$ cat src/hdl/vst_pkg.sv
package vst_pkg;

   localparam int DATA_BITS = 8;
   localparam int OFFSET_BITS = 32;
   localparam int FIELD_BITS = 16;
   localparam int POSITION_BITS_DEFAULT = 32;
   localparam int LINE_BITS_DEFAULT = 16;
   localparam int KW_COUNT = 12;

   // Request kind carried on req_tuser
   localparam logic FUNC_BYTE = 1'b0;
   localparam logic FUNC_END = 1'b1;

   typedef enum logic [4:0] {
      KIND_EOF       = 5'd0,
      KIND_IDENT     = 5'd1,
      KIND_NUMBER    = 5'd2,
      KIND_MODULE    = 5'd3,
      KIND_ENDMODULE = 5'd4,
      KIND_INPUT     = 5'd5,
      KIND_OUTPUT    = 5'd6,
      KIND_INOUT     = 5'd7,
      KIND_WIRE      = 5'd8,
      KIND_REG       = 5'd9,
      KIND_ASSIGN    = 5'd10,
      KIND_SIGNED    = 5'd11,
      KIND_ALWAYS    = 5'd12,
      KIND_BEGIN     = 5'd13,
      KIND_END       = 5'd14,
      KIND_OR_OR     = 5'd15,
      KIND_AND_AND   = 5'd16,
      KIND_EQ_EQ     = 5'd17,
      KIND_NOT_EQ    = 5'd18,
      KIND_LESS_EQ   = 5'd19,
      KIND_CHAR      = 5'd20
   } kind_type;

   typedef struct packed {
      kind_type                kind;
      logic [DATA_BITS-1:0]    code;
      logic [OFFSET_BITS-1:0]  offset;
      logic [FIELD_BITS-1:0]   length;
      logic [FIELD_BITS-1:0]   line;
      logic [FIELD_BITS-1:0]   column;
      logic                    last;
   } token_type;

   // Keyword text, right-aligned: character i sits at byte (len-1-i)
   localparam logic [71:0] KW_TEXT [KW_COUNT] = '{
      72'("module"), 72'("endmodule"), 72'("input"), 72'("output"),
      72'("inout"), 72'("wire"), 72'("reg"), 72'("assign"),
      72'("signed"), 72'("always"), 72'("begin"), 72'("end")
   };
   localparam logic [3:0] KW_LEN [KW_COUNT] = '{
      4'd6, 4'd9, 4'd5, 4'd6, 4'd5, 4'd4, 4'd3, 4'd6, 4'd6, 4'd6, 4'd5, 4'd3
   };

   localparam logic [7:0] CH_TAB       = 8'h09;
   localparam logic [7:0] CH_CR        = 8'h0D;
   localparam logic [7:0] CH_NEWLINE   = 8'h0A;
   localparam logic [7:0] CH_SPACE     = 8'h20;
   localparam logic [7:0] CH_BACKTICK  = 8'h60;
   localparam logic [7:0] CH_DOLLAR    = 8'h24;
   localparam logic [7:0] CH_QUOTE     = 8'h27;
   localparam logic [7:0] CH_UNDER     = 8'h5F;
   localparam logic [7:0] CH_BACKSLASH = 8'h5C;
   localparam logic [7:0] CH_BAR       = 8'h7C;
   localparam logic [7:0] CH_AMP       = 8'h26;
   localparam logic [7:0] CH_EQUAL     = 8'h3D;
   localparam logic [7:0] CH_BANG      = 8'h21;
   localparam logic [7:0] CH_LESS      = 8'h3C;
   localparam logic [7:0] CH_SLASH     = 8'h2F;
   localparam logic [7:0] CH_LPAREN    = 8'h28;
   localparam logic [7:0] CH_RPAREN    = 8'h29;
   localparam logic [7:0] CH_STAR      = 8'h2A;

   function automatic logic is_space(input logic [7:0] ch);
      return (ch == CH_SPACE) || (ch >= CH_TAB && ch <= CH_CR);
   endfunction

   function automatic logic is_alpha(input logic [7:0] ch);
      return (ch >= 8'h61 && ch <= 8'h7A) || (ch >= 8'h41 && ch <= 8'h5A);
   endfunction

   function automatic logic is_digit(input logic [7:0] ch);
      return ch >= 8'h30 && ch <= 8'h39;
   endfunction

   // Keywords whose character at position idx equals ch
   function automatic logic [KW_COUNT-1:0] kw_match(input logic [15:0] idx,
                                                    input logic [7:0] ch);
      logic [KW_COUNT-1:0] hit;
      logic [3:0]          sel;
      hit = '0;
      sel = '0;
      for (int k = 0; k < KW_COUNT; k++) begin
         if (idx < 16'(KW_LEN[k])) begin
            sel = KW_LEN[k] - 4'd1 - idx[3:0];
            hit[k] = (KW_TEXT[k][8*sel +: 8] == ch);
         end
      end
      return hit;
   endfunction

endpackage

$ cat src/hdl/verilog_subset_tokenizer.sv
// Byte-serial lexer for a small Verilog subset. Each request is one source
// byte (req_tuser low) or an end-of-text mark (req_tuser high; a zero byte
// also ends the text). Tokens come out on the rsp_ channel with their kind,
// offset, length and starting line/column; rsp_tlast marks the final token
// caused by one request. A word, number or pending token is emitted when the
// byte after it arrives, so each request yields zero, one or two tokens.
// After the end-of-text token every request is taken and ignored until reset.
// Rate: one request per cycle while req_tready is high; a request is held in
// the input register, its tokens then go to a four-entry output queue that
// drains one token per cycle while rsp_tready is high. req_tready drops while
// a request waits in the input register and over two tokens are queued, so
// sustained throughput is set by the rsp_ side when requests produce two tokens.
module verilog_subset_tokenizer
   import vst_pkg::*;
#(
   parameter int POSITION_BITS = POSITION_BITS_DEFAULT,
   parameter int LINE_BITS = LINE_BITS_DEFAULT
) (
   input  logic        clock,
   input  logic        reset,
   input  logic        req_tvalid,
   output logic        req_tready,
   input  logic [7:0]  req_tdata,   // [7:0] byte_value
   input  logic        req_tuser,   // [0] func
   output logic        rsp_tvalid,
   input  logic        rsp_tready,
   // [7:0] char_code, [39:8] text_offset, [55:40] text_length,
   // [71:56] line_number, [87:72] start_column
   output logic [87:0] rsp_tdata,
   output logic [4:0]  rsp_tuser,   // [4:0] token_kind
   output logic        rsp_tlast
);

   localparam int QDEPTH = 4;
   localparam int QBITS = $clog2(QDEPTH);
   localparam int CBITS = $clog2(QDEPTH + 1);
   localparam logic [LINE_BITS-1:0] LINE_LIMIT =
      (LINE_BITS >= 16) ? LINE_BITS'(17'h0FFFF) : '1;
   localparam logic [15:0] LEN_MAX = 16'hFFFF;

   typedef enum logic [3:0] {
      MODE_IDLE, MODE_IDENT, MODE_ESC, MODE_NUM, MODE_PEND, MODE_LINE,
      MODE_BLK, MODE_BLK_STAR, MODE_ATT, MODE_ATT_STAR
   } mode_type;

   function automatic logic [OFFSET_BITS-1:0] pos_out(input logic [POSITION_BITS-1:0] p);
      return OFFSET_BITS'(p);
   endfunction

   function automatic logic [FIELD_BITS-1:0] line_out(input logic [LINE_BITS-1:0] v);
      return FIELD_BITS'(v);
   endfunction

   // input register
   logic                     in_valid_ff;
   logic [7:0]               in_byte_ff;
   logic                     in_func_ff;

   // lexer state
   mode_type                 mode_ff, mode_in;
   logic [7:0]               pend_ff, pend_in;
   logic [KW_COUNT-1:0]      alive_ff, alive_in;
   logic [15:0]              tlen_ff, tlen_in;
   logic [POSITION_BITS-1:0] tstart_ff, tstart_in;
   logic [LINE_BITS-1:0]     tline_ff, tline_in;
   logic [LINE_BITS-1:0]     tcol_ff, tcol_in;
   logic [POSITION_BITS-1:0] off_ff, off_in;
   logic [LINE_BITS-1:0]     line_ff, line_in;
   logic [LINE_BITS-1:0]     col_ff, col_in;
   logic                     done_ff, done_in;

   // output queue
   token_type                q_ff [QDEPTH];
   logic [QBITS-1:0]         head_ff, tail_ff;
   logic [CBITS-1:0]         count_ff;

   logic                     fire;
   logic                     pop;
   logic                     end_item;
   logic [7:0]               ch;
   logic                     flush_v;
   token_type                flush_tok;
   kind_type                 op_kind;
   logic                     op_hit;
   logic                     do_flush, do_idle, do_extend;
   logic                     slot_a_v, slot_b_v;
   token_type                slot_a, slot_b;
   token_type                tok0, tok1;
   logic [1:0]               n_res;

   assign fire = in_valid_ff && (count_ff <= CBITS'(QDEPTH - 2));
   assign req_tready = !in_valid_ff || fire;
   assign pop = rsp_tvalid && rsp_tready;
   assign ch = in_byte_ff;
   assign end_item = (in_func_ff == FUNC_END) || (in_byte_ff == 8'd0);

   // token in progress, as it would be emitted now
   always_comb begin
      kind_type kw;
      kw = KIND_IDENT;
      for (int k = 0; k < KW_COUNT; k++) begin
         if (alive_ff[k] && tlen_ff == 16'(KW_LEN[k])) begin
            kw = kind_type'(5'(KIND_MODULE) + 5'(k));
         end
      end
      flush_v = mode_ff inside {MODE_IDENT, MODE_NUM, MODE_ESC, MODE_PEND};
      flush_tok = '{kind: KIND_IDENT, code: 8'd0, offset: pos_out(tstart_ff),
                    length: tlen_ff, line: line_out(tline_ff),
                    column: line_out(tcol_ff), last: 1'b0};
      case (mode_ff)
         MODE_IDENT: flush_tok.kind = kw;
         MODE_NUM:   flush_tok.kind = KIND_NUMBER;
         MODE_ESC:   flush_tok.offset = pos_out(tstart_ff + POSITION_BITS'(1));
         MODE_PEND: begin
            flush_tok.kind = KIND_CHAR;
            flush_tok.code = pend_ff;
            flush_tok.length = 16'd1;
         end
         default: ;
      endcase
   end

   always_comb begin
      op_hit = 1'b1;
      op_kind = KIND_OR_OR;
      if (pend_ff == CH_BAR && ch == CH_BAR) begin
         op_kind = KIND_OR_OR;
      end else if (pend_ff == CH_AMP && ch == CH_AMP) begin
         op_kind = KIND_AND_AND;
      end else if (pend_ff == CH_EQUAL && ch == CH_EQUAL) begin
         op_kind = KIND_EQ_EQ;
      end else if (pend_ff == CH_BANG && ch == CH_EQUAL) begin
         op_kind = KIND_NOT_EQ;
      end else if (pend_ff == CH_LESS && ch == CH_EQUAL) begin
         op_kind = KIND_LESS_EQ;
      end else begin
         op_hit = 1'b0;
      end
   end

   always_comb begin
      mode_in = mode_ff;
      pend_in = pend_ff;
      alive_in = alive_ff;
      tlen_in = tlen_ff;
      tstart_in = tstart_ff;
      tline_in = tline_ff;
      tcol_in = tcol_ff;
      off_in = off_ff;
      line_in = line_ff;
      col_in = col_ff;
      done_in = done_ff;
      do_flush = 1'b0;
      do_idle = 1'b0;
      do_extend = 1'b0;
      slot_a_v = 1'b0;
      slot_b_v = 1'b0;
      slot_a = flush_tok;
      slot_b = '{kind: KIND_EOF, code: 8'd0, offset: pos_out(off_ff),
                 length: 16'd0, line: line_out(line_ff),
                 column: line_out(col_ff), last: 1'b0};

      if (fire && !done_ff) begin
         if (end_item) begin
            do_flush = 1'b1;
            slot_b_v = 1'b1;
            done_in = 1'b1;
         end else begin
            case (mode_ff)
               MODE_IDENT: begin
                  if (is_alpha(ch) || is_digit(ch) || ch == CH_UNDER || ch == CH_DOLLAR) begin
                     do_extend = 1'b1;
                  end else begin
                     do_flush = 1'b1;
                     do_idle = 1'b1;
                  end
               end
               MODE_ESC: begin
                  if (!is_space(ch)) begin
                     do_extend = 1'b1;
                  end else begin
                     do_flush = 1'b1;
                     do_idle = 1'b1;
                  end
               end
               MODE_NUM: begin
                  if (is_alpha(ch) || is_digit(ch) || ch == CH_UNDER || ch == CH_QUOTE) begin
                     do_extend = 1'b1;
                  end else begin
                     do_flush = 1'b1;
                     do_idle = 1'b1;
                  end
               end
               MODE_PEND: begin
                  if (pend_ff == CH_SLASH && ch == CH_SLASH) begin
                     mode_in = MODE_LINE;
                  end else if (pend_ff == CH_SLASH && ch == CH_STAR) begin
                     mode_in = MODE_BLK;
                  end else if (pend_ff == CH_LPAREN && ch == CH_STAR) begin
                     mode_in = MODE_ATT;
                  end else if (op_hit) begin
                     slot_a_v = 1'b1;
                     slot_a.kind = op_kind;
                     slot_a.code = 8'd0;
                     slot_a.length = 16'd2;
                     mode_in = MODE_IDLE;
                  end else begin
                     do_flush = 1'b1;
                     do_idle = 1'b1;
                  end
               end
               MODE_LINE: begin
                  if (ch == CH_NEWLINE) begin
                     mode_in = MODE_IDLE;
                  end
               end
               MODE_BLK: begin
                  if (ch == CH_STAR) begin
                     mode_in = MODE_BLK_STAR;
                  end
               end
               MODE_BLK_STAR: begin
                  if (ch == CH_SLASH) begin
                     mode_in = MODE_IDLE;
                  end else if (ch != CH_STAR) begin
                     mode_in = MODE_BLK;
                  end
               end
               MODE_ATT: begin
                  if (ch == CH_STAR) begin
                     mode_in = MODE_ATT_STAR;
                  end
               end
               MODE_ATT_STAR: begin
                  if (ch == CH_RPAREN) begin
                     mode_in = MODE_IDLE;
                  end else if (ch != CH_STAR) begin
                     mode_in = MODE_ATT;
                  end
               end
               default: do_idle = 1'b1;
            endcase

            off_in = off_ff + POSITION_BITS'(1);
            if (ch == CH_NEWLINE) begin
               if (line_ff < LINE_LIMIT) begin
                  line_in = line_ff + LINE_BITS'(1);
               end
               col_in = LINE_BITS'(1);
            end else if (col_ff < LINE_LIMIT) begin
               col_in = col_ff + LINE_BITS'(1);
            end
         end
      end

      if (do_extend) begin
         if (tlen_ff != LEN_MAX) begin
            if (mode_ff == MODE_IDENT) begin
               alive_in = alive_ff & kw_match(tlen_ff, ch);
            end
            tlen_in = tlen_ff + 16'd1;
         end else begin
            alive_in = '0;
         end
      end

      if (do_flush) begin
         slot_a_v = flush_v;
         mode_in = MODE_IDLE;
      end

      if (do_idle) begin
         mode_in = MODE_IDLE;
         if (!is_space(ch)) begin
            if (ch == CH_BACKTICK) begin
               mode_in = MODE_LINE;
            end else if (ch == CH_BACKSLASH || is_alpha(ch) || is_digit(ch) ||
                         ch == CH_UNDER || ch == CH_DOLLAR || ch == CH_BAR ||
                         ch == CH_AMP || ch == CH_EQUAL || ch == CH_BANG ||
                         ch == CH_LESS || ch == CH_SLASH || ch == CH_LPAREN) begin
               tstart_in = off_ff;
               tline_in = line_ff;
               tcol_in = col_ff;
               tlen_in = 16'd1;
               if (is_alpha(ch) || ch == CH_UNDER || ch == CH_DOLLAR) begin
                  mode_in = MODE_IDENT;
                  alive_in = kw_match(16'd0, ch);
               end else if (ch == CH_BACKSLASH) begin
                  mode_in = MODE_ESC;
                  tlen_in = 16'd0;
               end else if (is_digit(ch)) begin
                  mode_in = MODE_NUM;
               end else begin
                  mode_in = MODE_PEND;
                  pend_in = ch;
               end
            end else begin
               slot_b_v = 1'b1;
               slot_b.kind = KIND_CHAR;
               slot_b.code = ch;
               slot_b.length = 16'd1;
            end
         end
      end
   end

   // pack up to two tokens, flush/operator first
   always_comb begin
      tok0 = slot_a;
      tok1 = slot_b;
      n_res = 2'd0;
      if (slot_a_v && slot_b_v) begin
         n_res = 2'd2;
      end else if (slot_a_v) begin
         n_res = 2'd1;
      end else if (slot_b_v) begin
         tok0 = slot_b;
         n_res = 2'd1;
      end
      tok0.last = (n_res == 2'd1);
      tok1.last = 1'b1;
   end

   always_ff @(posedge clock) begin
      if (reset) begin
         in_valid_ff <= 1'b0;
         mode_ff <= MODE_IDLE;
         pend_ff <= 8'd0;
         alive_ff <= '1;
         tlen_ff <= 16'd0;
         tstart_ff <= '0;
         tline_ff <= LINE_BITS'(1);
         tcol_ff <= LINE_BITS'(1);
         off_ff <= '0;
         line_ff <= LINE_BITS'(1);
         col_ff <= LINE_BITS'(1);
         done_ff <= 1'b0;
         head_ff <= '0;
         tail_ff <= '0;
         count_ff <= '0;
      end else begin
         if (req_tready) begin
            in_valid_ff <= req_tvalid;
         end
         mode_ff <= mode_in;
         pend_ff <= pend_in;
         alive_ff <= alive_in;
         tlen_ff <= tlen_in;
         tstart_ff <= tstart_in;
         tline_ff <= tline_in;
         tcol_ff <= tcol_in;
         off_ff <= off_in;
         line_ff <= line_in;
         col_ff <= col_in;
         done_ff <= done_in;
         if (pop) begin
            head_ff <= head_ff + QBITS'(1);
         end
         tail_ff <= tail_ff + QBITS'(n_res);
         count_ff <= count_ff + CBITS'(n_res) - CBITS'(pop);
      end
   end

   always_ff @(posedge clock) begin
      if (req_tvalid && req_tready) begin
         in_byte_ff <= req_tdata;
         in_func_ff <= req_tuser;
      end
      if (n_res != 2'd0) begin
         q_ff[tail_ff] <= tok0;
      end
      if (n_res == 2'd2) begin
         q_ff[tail_ff + QBITS'(1)] <= tok1;
      end
   end

   assign rsp_tvalid = (count_ff != '0);
   assign rsp_tuser = q_ff[head_ff].kind;
   assign rsp_tlast = q_ff[head_ff].last;
   assign rsp_tdata = {q_ff[head_ff].column, q_ff[head_ff].line,
                       q_ff[head_ff].length, q_ff[head_ff].offset,
                       q_ff[head_ff].code};

`ifndef NO_ASSERTIONS
   a_queue_bound: assert property (@(posedge clock) disable iff (reset)
      count_ff <= CBITS'(QDEPTH))
      else $error("output queue overflow");

   a_quiet_after_eof: assert property (@(posedge clock) disable iff (reset)
      done_ff |-> n_res == 2'd0)
      else $error("token produced after end of text");

   a_end_sets_done: assert property (@(posedge clock) disable iff (reset)
      fire && end_item |=> done_ff)
      else $error("end of text did not finish the stream");

   a_eof_is_last: assert property (@(posedge clock) disable iff (reset)
      rsp_tvalid && rsp_tuser == KIND_EOF |-> rsp_tlast)
      else $error("eof token not marked last");

   a_position_nonzero: assert property (@(posedge clock) disable iff (reset)
      line_ff != '0 && col_ff != '0 && tline_ff != '0 && tcol_ff != '0)
      else $error("line or column counter reached zero");
`endif

endmodule

$ cat config.mk
export PLATFORM = sky130hd
export DESIGN_NAME = verilog_subset_tokenizer
export DESIGN_NICKNAME = d
export VERILOG_FILES = /design/src/hdl/vst_pkg.sv /design/src/hdl/verilog_subset_tokenizer.sv
export SDC_FILE = /design/constraint.sdc
export NUM_CORES = 1
export LEC_CHECK = 0
export BUFFER_PORTS_ARGS = -buffer_cell sky130_fd_sc_hd__buf_4
export CORE_MARGIN = 2
export CORE_UTILIZATION = 62
export DETAILED_ROUTE_END_ITERATION = 6
export HOLD_SLACK_MARGIN = 0.12
export PLACE_DENSITY_LB_ADDON = 0.2
export SYNTH_ARGS = -nofsm -noshare
export SYNTH_HDL_FRONTEND = slang
export SYNTH_SLANG_ARGS = --single-unit
$ cat constraint.sdc
create_clock -name clock -period 7.18 [get_ports clock]
set_clock_uncertainty 0.15 [all_clocks]
set_input_delay 0 -clock clock [delete_from_list [all_inputs] [get_ports clock]]
set_output_delay 0 -clock clock [all_outputs]
set_load 0.005 [all_outputs]
==> flow_summary.ini <==
[power]
p_int_mw = 6.12
seq_power_share_pct = 44.7
vdd_drop_max_mv = 0.213
switching_share_pct = 27.6
p_leak_nw = 10.2
combPwrFrac_pct = 20.2
p_clk_share_pct = 35.1
net-switching-power_mw = 2.34
p_total_mw = 8.46
p_per_area_nw_per_um2 = 269

[min_path]
hold_depth = 2
hold-path-endpoint = q_ff[3][42]
hp-class = reg -> reg
min_from = q_ff[3][42]

[yosys]
synth_xor_area_share_pct = 3.75
syn_area_um2 = 28500
synth_flop_cell = edfxtp_1
synth_warnings = 0
synth_top_family_by_area = compound AO/OA/AOI/OAI gates
syn_nets = 2629
synth_compound_area_share_pct = 18.3
synth_mux_area_share_pct = 8.00
synth_edf_count = 309
syn_area_per_cell_um2 = 11.0
synth_cell_types = 92
yosysSeqAreaShare_pct = 50.5
synth-simple-area-share_pct = 13.5
synth_fa_ha_area_share_pct = 1.43
synth_cells = 2584
async_reset_ff_share_pct = 0
ys_ff_latch = 564

[sta]
hold_violations = 0
drv_slew = 0
fmax_mhz = 176
finalCritPeriodShare_pct = 79.2
period_needed_ns = 5.69
relSlewSlack_pct = 14.7
finalSetupTns_ns = 0
rsz0062_at_grt = false
fin_ws_ns = 1.49
setup_viol = 0
worst_slew_pin_slew_ns = 1.28

[detailed_routing]
drtAntennaViolNets = 0
drc = 0
post_drt_via_cell_ratio = 6.70
wl_per_cell_um = 24.0
vias = 21600
drt_pass1_iterations = 6
drtIter0Drc = 2415
wl_mm = 77.3

[layout]
multiInputGateArea_um2 = 12900
fin_area_um2 = 31500
final_common_cell = edfxtp_1
synthToLayoutAreaGrowth_pct = 10.5
antenna_cells = 0
regArea_um2 = 14400
finalNetCount = 2621
final_cell_mix = edfxtp_1, nand2_1, dfxtp_1
nFillCells = 3337
drive_above_1_share_pct = 15.9

[grt]
grt_pass1_vias = 21200
antenna_found_initial = 1
grt_util_all_layers_pct = 32.3
grt_max_degree = 77
grt_overflow = 0
grt_pass1_wl_mm = 120

[floorplan]
die_x_um = 218
boundaryPins = 109
initial_core_util_pct = 62.8
die_h_um = 218
rows = 78
core_area_um2 = 45400
die_area_um2 = 47700

[clock_network]
cts.path.max_buffers = 3
cts_sinks = 564
ctsResizeCount = 0
clockRootBuffer = clkbuf_16
clkLatencyLatePin_ns = 0.61
cts_tree = yes
cts_inserted_buffers = 56
cts.reportedPaths.clkPinSlew_ns = 0.06
htree_levels = 2

[setup_path]
r2r_start = ch[2]
ff2ff_path_depth = 15
crit_path_end_kind = flip-flop
crit_arrival_ns = 5.87
crit_required_ns = 7.36
startpoint_type = flip-flop
timing.rr.end = q_ff[0][25]
reg2reg_slack_ns = 1.49
criticalPathCategory = reg -> reg
crit_path_max_fanout = 39

[place]
gp_congestion = 0.963
post_dp_cell_area_um2 = 29400
port_buffers = 108
dp_hpwl_mm = 47.5
place_worst_setup_slack_ns = 1.62

[flow_run]
max-cap-violations = 0

[status]
outcome = completed
## layer usage
| metal | wire length [µm] | vias up | GRT usage [%] |
|---|---|---|---|
| li1 | - | 9734 | - |
| met1 | 30900 | 10600 | 43.3 |
| met2 | 38100 | 1041 | 53.9 |
| met3 | 6440 | 157 | 5.09 |
| met4 | 1910 | 2 | 10.4 |
| met5 | 13 | - | 0 |
## cell type report
type,count,share of cell area [%]
Tap cell,600,2.38
Clock buffer,79,5.32
Sequential cell,564,45.7
Multi-Input combinational cell,1739,40.9
Timing Repair Buffer,173,4.47
Inverter,42,0.517
Clock inverter,25,0.687
## repair_timing
action	in CTS	in global routing
hold buffers	23	0
hold endpoints to repair	96	0
setup buffers	0	0
## logic make-up (layout without fill, tap and decap cells)
group	count (synthesis)	count (layout)
AND/OR/NAND/NOR	781	781
AO/OA/AOI/OAI	694	694
flip-flops	564	564
buffers and inverters	281	319
XOR/XNOR	122	122
multiplexers	110	110
adder cells (fa/ha/maj)	32	32
## power groups by stage
stage	Clock [mW]	Combinational [mW]	Sequential, mW
after floorplan	0	1.11	3.71
after global placement	0	1.68	3.84
after detailed placement	0	1.69	3.85
after CTS	3.00	1.70	3.79
after global routing	3.13	1.81	3.81
final	2.97	1.71	3.78
## synthesized netlist by cell type, types with 36 or more instances
| library cell | n | share of area (%) |
|---|---|---|
| clkbuf_1 | 131 | 1.7 |
| dfxtp_1 | 255 | 18 |
| edfxtp_1 | 309 | 33 |
| xnor2_1 | 48 | 1.5 |
| a21oi_1 | 131 | 2.3 |
| nor2_1 | 141 | 1.9 |
| o21ai_0 | 147 | 2.6 |
| nor3_1 | 36 | 0.63 |
| nand3_1 | 71 | 1.2 |
| o2bb2ai_1 | 100 | 3.1 |
| inv_1 | 42 | 0.55 |
| nand2_1 | 308 | 4.1 |
| xor2_1 | 74 | 2.3 |
| mux4_2 | 94 | 7.4 |
| buf_1 | 41 | 0.54 |
| a22o_1 | 160 | 4.9 |
| buf_2 | 39 | 0.68 |
## flip-flops by register name, indices dropped and copies added (netlist names), named ones only
signal / count
tail_ff: 2
alive_ff: 12
mode_ff: 4
in_valid_ff: 1
in_func_ff: 1
pend_ff: 8
done_ff: 1
line_ff: 16
tcol_ff: 16
tstart_ff: 32
ch: 8
col_ff: 16
q_ff: 376
off_ff: 32
count_ff: 3
head_ff: 2
tline_ff: 16
tlen_ff: 16
## metrics by stage
stage	utilization [%]	hold slack, ns	std cells
floorplan	-	-0.0511	2584
global placement	64.7	0.0309	3095
detailed placement	64.7	0.0304	3095
CTS	69.4	0.301	3222
global route	69.4	0.319	3222
finish	69.4	0.305	3222
## worst max-delay path: stages (launching register included)
cell	delay, ns
edfxtp_1	0.63
buf_4	0.44
nand2b_1	0.20
nor4_1	0.34
o21ai_1	0.23
nand4b_2	0.22
a31oi_4	0.18
a21oi_2	0.18
buf_4	0.29
inv_1	0.19
ha_1	0.36
and3_1	0.26
nor2_1	0.11
buf_4	0.28
clkinv_2	0.78
buf_4	0.53
## worst max path at each step
stage / start / slack [ns] / endpoint / cells after the start
floorplan: ch[4] / 1.86 / q_ff[2][10] / 15
global placement: ch[7] / 1.74 / q_ff[0][18] / 14
detailed placement: ch[5] / 1.62 / q_ff[0][18] / 14
CTS: ch[5] / 1.58 / q_ff[0][25] / 14
global route: ch[5] / 1.22 / q_ff[0][25] / 14
finish: ch[2] / 1.49 / q_ff[0][25] / 15
No activity file was read; power rests on OpenSTA's default activity.
